## config.mk

```make
export PLATFORM = sky130hd
export DESIGN_NAME = bilinear_sample_alpha_blend
export DESIGN_NICKNAME = d
export VERILOG_FILES = /design/src/rtl/bsab_pkg.sv /design/src/rtl/bsab_lane.sv /design/src/rtl/bsab_blend.sv /design/src/rtl/bilinear_sample_alpha_blend.sv
export SDC_FILE = /design/constraint.sdc
export NUM_CORES = 2
export LEC_CHECK = 0
export ABC_AREA = 0
export ABC_CLOCK_PERIOD_IN_PS = 10400
export BUFFER_PORTS_ARGS = -buffer_cell sky130_fd_sc_hd__buf_2
export CORE_ASPECT_RATIO = 0.8
export CORE_MARGIN = 2
export CORE_UTILIZATION = 56
export CTS_BUF_LIST = sky130_fd_sc_hd__clkbuf_4
export CTS_CLUSTER_SIZE = 28
export DETAILED_ROUTE_END_ITERATION = 16
export PLACE_DENSITY = 0.73
export SLEW_MARGIN = 5
export SYNTH_ARGS = -nofsm -noshare
export SYNTH_HDL_FRONTEND = slang
export SYNTH_HIERARCHICAL = 1
export SYNTH_SLANG_ARGS = --single-unit
```

## constraint.sdc

```tcl
create_clock -name clk -period 10.4 [get_ports clk]
set_clock_uncertainty 0.05 [all_clocks]
set_input_delay 0.52 -clock clk [delete_from_list [all_inputs] [get_ports clk]]
set_output_delay 0.52 -clock clk [all_outputs]
set_load 0.03 [all_outputs]
```

## src/rtl/bsab_pkg.sv

```systemverilog
// Shared types, constants and per-channel arithmetic for the bilinear sampler and blender.
// No dependencies; every other file in rtl refers to this package by scoped names.
`timescale 1ns / 1ps
`default_nettype none

package bsab_pkg;

  localparam int CH_W     = 8;
  localparam int NUM_CH   = 4;
  localparam int PIX_W    = CH_W * NUM_CH;
  localparam int ALPHA_CH = 3;

  // Full-scale channel value and rounding bias of the blend
  localparam logic [CH_W-1:0] CH_MAX      = 8'd255;
  localparam logic [CH_W-1:0] BLEND_ROUND = 8'd127;

  // Width of the blend numerator s*a + d*(255-a) + 127 (peaks at 65152)
  localparam int SUM_W = 2 * CH_W + 1;

  typedef logic [CH_W-1:0]  chan_t;
  typedef logic [PIX_W-1:0] pixel_t;
  typedef logic [SUM_W-1:0] sum_t;

  // Pipeline advance control shared by the lanes and the blend stage
  typedef struct packed {
    logic en;
  } pipe_ctl_t;

  // One interpolation step: a + floor(f * (b - a) / 256)
  function automatic chan_t lerp8(input chan_t a, input chan_t b, input chan_t f);
    logic signed [CH_W:0]     diff;
    logic signed [2*CH_W+1:0] prod;
    logic signed [CH_W+1:0]   step;
    logic signed [CH_W+1:0]   res;
    diff = $signed({1'b0, b}) - $signed({1'b0, a});
    prod = $signed({1'b0, f}) * diff;
    // arithmetic shift floors toward minus infinity
    step = prod[2*CH_W+1:CH_W];
    res  = $signed({2'b00, a}) + step;
    return res[CH_W-1:0];
  endfunction

  // Truncating divide by 255 for numerators below 65280
  function automatic chan_t div255(input sum_t x);
    logic [SUM_W:0] t;
    t = {1'b0, x} + {{(CH_W+1){1'b0}}, x[SUM_W-1:CH_W]} + {{SUM_W{1'b0}}, 1'b1};
    return t[CH_W+CH_W-1:CH_W];
  endfunction

endpackage

`default_nettype wire

```

## src/rtl/bsab_lane.sv

```systemverilog
// One colour channel lane: horizontal then vertical interpolation over two register stages.
// Depends on bsab_pkg for the channel type, control struct and lerp8.
`timescale 1ns / 1ps
`default_nettype none

module bsab_lane (
  input  wire                  clk,
  input  bsab_pkg::pipe_ctl_t  ctl,
  input  bsab_pkg::chan_t      top_left,
  input  bsab_pkg::chan_t      top_right,
  input  bsab_pkg::chan_t      bottom_left,
  input  bsab_pkg::chan_t      bottom_right,
  input  bsab_pkg::chan_t      frac_x,
  input  bsab_pkg::chan_t      frac_y,
  output bsab_pkg::chan_t      src
);

  bsab_pkg::chan_t top_row;
  bsab_pkg::chan_t bottom_row;
  bsab_pkg::chan_t frac_y_d;

  // Interpolate along the top and bottom rows
  always_ff @(posedge clk) begin
    if (ctl.en) begin
      top_row    <= bsab_pkg::lerp8(top_left, top_right, frac_x);
      bottom_row <= bsab_pkg::lerp8(bottom_left, bottom_right, frac_x);
      frac_y_d   <= frac_y;
    end
  end

  // Interpolate between the two rows
  always_ff @(posedge clk) begin
    if (ctl.en) begin
      src <= bsab_pkg::lerp8(top_row, bottom_row, frac_y_d);
    end
  end

endmodule

`default_nettype wire

```

## src/rtl/bsab_blend.sv

```systemverilog
// Merge stage: blends the four interpolated channels over the destination pixel.
// Depends on bsab_pkg; the alpha lane's result weights every channel.
`timescale 1ns / 1ps
`default_nettype none

module bsab_blend (
  input  wire                  clk,
  input  bsab_pkg::pipe_ctl_t  ctl,
  input  bsab_pkg::pixel_t     src_pixel,
  input  bsab_pkg::pixel_t     dst_pixel,
  output bsab_pkg::pixel_t     out_pixel
);

  bsab_pkg::sum_t  num [bsab_pkg::NUM_CH];
  bsab_pkg::chan_t alpha;
  bsab_pkg::chan_t alpha_inv;

  assign alpha     = src_pixel[bsab_pkg::ALPHA_CH*bsab_pkg::CH_W +: bsab_pkg::CH_W];
  assign alpha_inv = bsab_pkg::CH_MAX - alpha;

  // Form the weighted sums; alpha blends with itself as the source
  always_ff @(posedge clk) begin
    if (ctl.en) begin
      for (int c = 0; c < bsab_pkg::NUM_CH; c++) begin
        num[c] <= bsab_pkg::SUM_W'(src_pixel[c*bsab_pkg::CH_W +: bsab_pkg::CH_W] * alpha)
                + bsab_pkg::SUM_W'(dst_pixel[c*bsab_pkg::CH_W +: bsab_pkg::CH_W] * alpha_inv)
                + bsab_pkg::SUM_W'(bsab_pkg::BLEND_ROUND);
      end
    end
  end

  // Divide by 255 and pack the result
  always_ff @(posedge clk) begin
    if (ctl.en) begin
      for (int c = 0; c < bsab_pkg::NUM_CH; c++) begin
        out_pixel[c*bsab_pkg::CH_W +: bsab_pkg::CH_W] <= bsab_pkg::div255(num[c]);
      end
    end
  end

endmodule

`default_nettype wire

```

## src/rtl/bilinear_sample_alpha_blend.sv

```systemverilog
// Bilinear sampler with alpha blend over the destination pixel.
// An accepted input transaction reaches the output through four register stages.
// Throughput: one pixel per clock; the four stages advance together, held only while
// a result sits on the output under stall. Two stages interpolate, two blend and divide.
// Reset (rst, synchronous) clears the stage valid bits only; no data is cleared.
// Depends on bsab_pkg, bsab_lane and bsab_blend.
`timescale 1ns / 1ps
`default_nettype none

module bilinear_sample_alpha_blend (
  input  wire        clk,
  input  wire        rst,
  input  wire        in_valid,
  output logic       in_stall,
  input  wire [31:0] top_left_pixel,
  input  wire [31:0] top_right_pixel,
  input  wire [31:0] bottom_left_pixel,
  input  wire [31:0] bottom_right_pixel,
  input  wire [7:0]  frac_x,
  input  wire [7:0]  frac_y,
  input  wire [31:0] dest_pixel,
  output logic       out_valid,
  input  wire        out_stall,
  output logic [31:0] blended_pixel
);

  bsab_pkg::pipe_ctl_t ctl;
  logic                advance;
  logic                v1;
  logic                v2;
  logic                v3;
  bsab_pkg::pixel_t    dest_d1;
  bsab_pkg::pixel_t    dest_d2;
  bsab_pkg::pixel_t    src_pixel;

  // Move every stage unless the output holds an untaken result
  assign advance  = !(out_valid && out_stall);
  assign ctl.en   = advance;
  assign in_stall = !advance;

  // Stage valid bits
  always_ff @(posedge clk) begin
    if (rst) begin
      v1        <= 1'b0;
      v2        <= 1'b0;
      v3        <= 1'b0;
      out_valid <= 1'b0;
    end else if (advance) begin
      v1        <= in_valid;
      v2        <= v1;
      v3        <= v2;
      out_valid <= v3;
    end
  end

  // Carry the destination alongside the interpolation stages
  always_ff @(posedge clk) begin
    if (advance) begin
      dest_d1 <= dest_pixel;
      dest_d2 <= dest_d1;
    end
  end

  // One interpolation lane per channel
  for (genvar c = 0; c < bsab_pkg::NUM_CH; c++) begin : g_lane
    bsab_lane u_lane (
      .clk          (clk),
      .ctl          (ctl),
      .top_left     (top_left_pixel[c*bsab_pkg::CH_W +: bsab_pkg::CH_W]),
      .top_right    (top_right_pixel[c*bsab_pkg::CH_W +: bsab_pkg::CH_W]),
      .bottom_left  (bottom_left_pixel[c*bsab_pkg::CH_W +: bsab_pkg::CH_W]),
      .bottom_right (bottom_right_pixel[c*bsab_pkg::CH_W +: bsab_pkg::CH_W]),
      .frac_x       (frac_x),
      .frac_y       (frac_y),
      .src          (src_pixel[c*bsab_pkg::CH_W +: bsab_pkg::CH_W])
    );
  end

  // Combine the lanes and blend over the destination
  bsab_blend u_blend (
    .clk       (clk),
    .ctl       (ctl),
    .src_pixel (src_pixel),
    .dst_pixel (dest_d2),
    .out_pixel (blended_pixel)
  );

  // Input is only held back by a stalled output result
  a_stall_cause: assert property (@(posedge clk) disable iff (rst)
    in_stall |-> (out_valid && out_stall))
    else $error("input stalled without a held output result");

  // An accepted transaction enters the first stage
  a_enter: assert property (@(posedge clk) disable iff (rst)
    (in_valid && !in_stall) |=> v1)
    else $error("accepted transaction lost at first stage");

  // The output never turns valid while the last stage is empty and the pipeline advances
  a_no_invent: assert property (@(posedge clk) disable iff (rst)
    (!v3 && advance) |=> !out_valid)
    else $error("output valid with empty last stage");

  // A held result keeps its stage behind it frozen
  a_hold_v3: assert property (@(posedge clk) disable iff (rst)
    (out_valid && out_stall) |=> (v3 == $past(v3)))
    else $error("stage advanced under output stall");

endmodule

`default_nettype wire

```

==> flow_summary.toml <==
[status]
status = "completed"

[critical_path]
reg2reg_slack_ns = 2.27
cp_max_fo = 8
cp_slowest_stage_delay_ns = 0.56
ff2ff_path_depth = 29
critPathArrivalTime_ns = 8.73
crit-reg2reg-capture = "g_lane[1].u_lane/src[7]"
startpoint = "g_lane[1].u_lane/top_row[1]"
start_kind = "register"
cp_data_required_time_ns = 11.00
path_class = "reg -> reg"
r2r_start = "g_lane[1].u_lane/top_row[1]"
slowest_stage = "fa_1"
endpoint = "g_lane[1].u_lane/src[7]"
endpoint_kind = "register"
path_common_cell = "fa_1"

[cts]
clock_latency_ns = 0.94
post_cts_buffers = 0
post_cts_resized = 0
htree_levels = 3
clk_pin_slew_ns = 0.07
clock-sinks = 296
cts_made_buffers = 89
cts-root-buf = "clkbuf_4"
clockBufferDepth = 3
tritoncts = "yes"

[routing]
remaining_drc_errors = 0
firstDrtPassIters = 5
drt_iter0_drc = 2052
routed_wl_mm = 133
dr_total_vias = 42200
final_antenna_net_count = 0
avgViaCountPerCell = 5.28
wl_per_cell_um = 16.6

[sta]
grt_setup_unrepaired = "no"
final-max-slew-violation-count = 0
max_freq_ghz = 0.123
finalCritPeriodShare_pct = 78.2
fin_crit_ns = 8.13
tns_ns = 0
worstMarginPinSlew_ns = 1.05
relSlewSlack_pct = 29.5
hold_viol_final = 0
setup_viol = 0

[placed_design]
dp_hpwl_mm = 105
portBuffers = 213
gp_congestion = 0.889

[cells_and_area]
most-common-layout-cells = "1230 x inv_1, 936 x fa_1, 923 x ha_1"
final_nets = 8517
drive_above_1_share_pct = 7.10
area_delta_synth_final_pct = 7.66
layout_commonest_cell = "inv_1"

[floorplanning]
std_cell_rows = 108
core_area_um2 = 108000
die_area_um2 = 111000
start_util_pct = 56.2
die_height_um = 299
io_pins = 214
fp.dieW_um = 372

[synth]
synth_edf_count = 292
synth_cell_type_count = 81
ys_seq_area_share_pct = 14.6
synth_async_sr_flop_share_pct = 0
synth_area_um2 = 60800
syn_inst = 6183
ys_ff_latch = 296
ys.flop_type = "edfxtp_1"
ys_warn_count = 6
syn_nets = 8222
syn_avg_cell_area_um2 = 9.83

[global_route]
grt_pass1_wl_mm = 224
grt_max_degree = 140
antenna_found_initial = 14
grtUsageTotal_pct = 24.9
first_global_vias = 45300
grt_overflow_total = 0

[worst_hold_path]
hp-class = "in -> reg"

[job]
cap_violations = 0
## per-stage QoR
stage               hold WS (ns)  cells  setup WS [ns]  util [%]  instance area (µm²)
global placement           0.351   7753           2.49      58.7                63500
detailed placement         0.355   7753           2.25      58.7                63500
floorplan                  0.350   6183           3.05         -                60800
global route              0.0594   7981           1.76      60.5                65400
finish                    0.0973   7983           2.27      60.5                65400
CTS                     0.000752   7976           2.25      60.5                65400
## worst min path at each step
stage	depth (start not counted)	slack, ns	startpoint	end
after floorplan	0	0.35	dest_d1[0]	dest_d2[0]
after global placement	0	0.35	dest_d1[12]	dest_d2[12]
after detailed placement	0	0.35	dest_d1[11]	dest_d2[11]
after CTS	3	0.0008	top_left_pixel[6]	g_lane[0].u_lane/top_row[6]
after global routing	3	0.06	bottom_left_pixel[28]	g_lane[3].u_lane/bottom_row[4]
final	3	0.1	bottom_left_pixel[30]	g_lane[3].u_lane/bottom_row[6]
## cells by family after synthesis
logic type / count (synthesis) / synth area share [%]
flops: 296 / 14.6
xor+xnor: 361 / 5.32
fa+ha+maj: 1859 / 49.8
buf+inv: 1330 / 8.22
mux: 2 / 0.0329
simple gates: 1791 / 16.0
compound gates: 544 / 6.08
## layout make-up
cell class,instances,area [µm²]
Antenna cell,7,17.5
Clock buffer,117,878
Clock inverter,42,377
Fill cell,9125,42700
Inverter,1231,4620
Multi-Input combinational cell,4557,46900
Sequential cell,296,8850
Tap cell,1430,1790
Timing Repair Buffer,303,1950
## sequential cells by signal (all words and copies together), names as in the netlist
signal                    count
u_blend/num                  68
dest_d1                      32
dest_d2                      32
g_lane.u_lane/bottom_row     32
g_lane.u_lane/frac_y_d       32
g_lane.u_lane/src            32
g_lane.u_lane/top_row        32
u_blend/out_pixel            32
out_valid                     1
v1                            1
v2                            1
v3                            1
## repair_timing
item                                   in CTS  in global routing
hold buffers                               64                  0
setup endpoints to repair                   0                  0
endpoints found under the hold margin      88                  0
## Yosys cell counts, drive strengths merged, types with 7 or more instances
cell type	number	area (µm²)
clkbuf	93	349
a221oi	9	116
nand4	18	113
nor3	57	295
xor2	82	718
edfxtp	292	8770
nor4	7	50.1
o21a	42	315
xnor2	274	2400
a21oi	174	901
o21ai	116	592
nor2b	200	1250
nand2b	273	1710
o41a	10	123
a31oi	12	135
nand3	24	130
or3	12	75.1
or2	25	156
nor2	236	886
nand2	373	1410
fa	936	18700
o21bai	28	236
a21boi	15	113
a211oi	16	130
inv	1231	4620
ha	923	11500
and2	534	3340
o41ai	10	103
and3	11	73.8
a21o	77	587
## worst max-delay path: cells and delay by family, from the launching register on
family,cells,cell delay (ns)
adder cells (fa/ha/maj),8,3.35
AO/OA/AOI/OAI,7,1.38
XOR/XNOR,4,1.38
AND/OR/NAND/NOR,6,1.06
flip-flops,1,0.45
buffers and inverters,4,0.22
## per-layer routing
metal,vias up,GRT usage (%),share of wire [%]
li1,20100,-,-
met1,21000,34.3,45
met2,921,41.6,48
met3,196,4.21,5.5
met4,14,5.37,1.8
met5,-,0,0.069
Power is not shown: default switching activity piles up to over one toggle a cycle in this logic, so the estimate is an artifact.
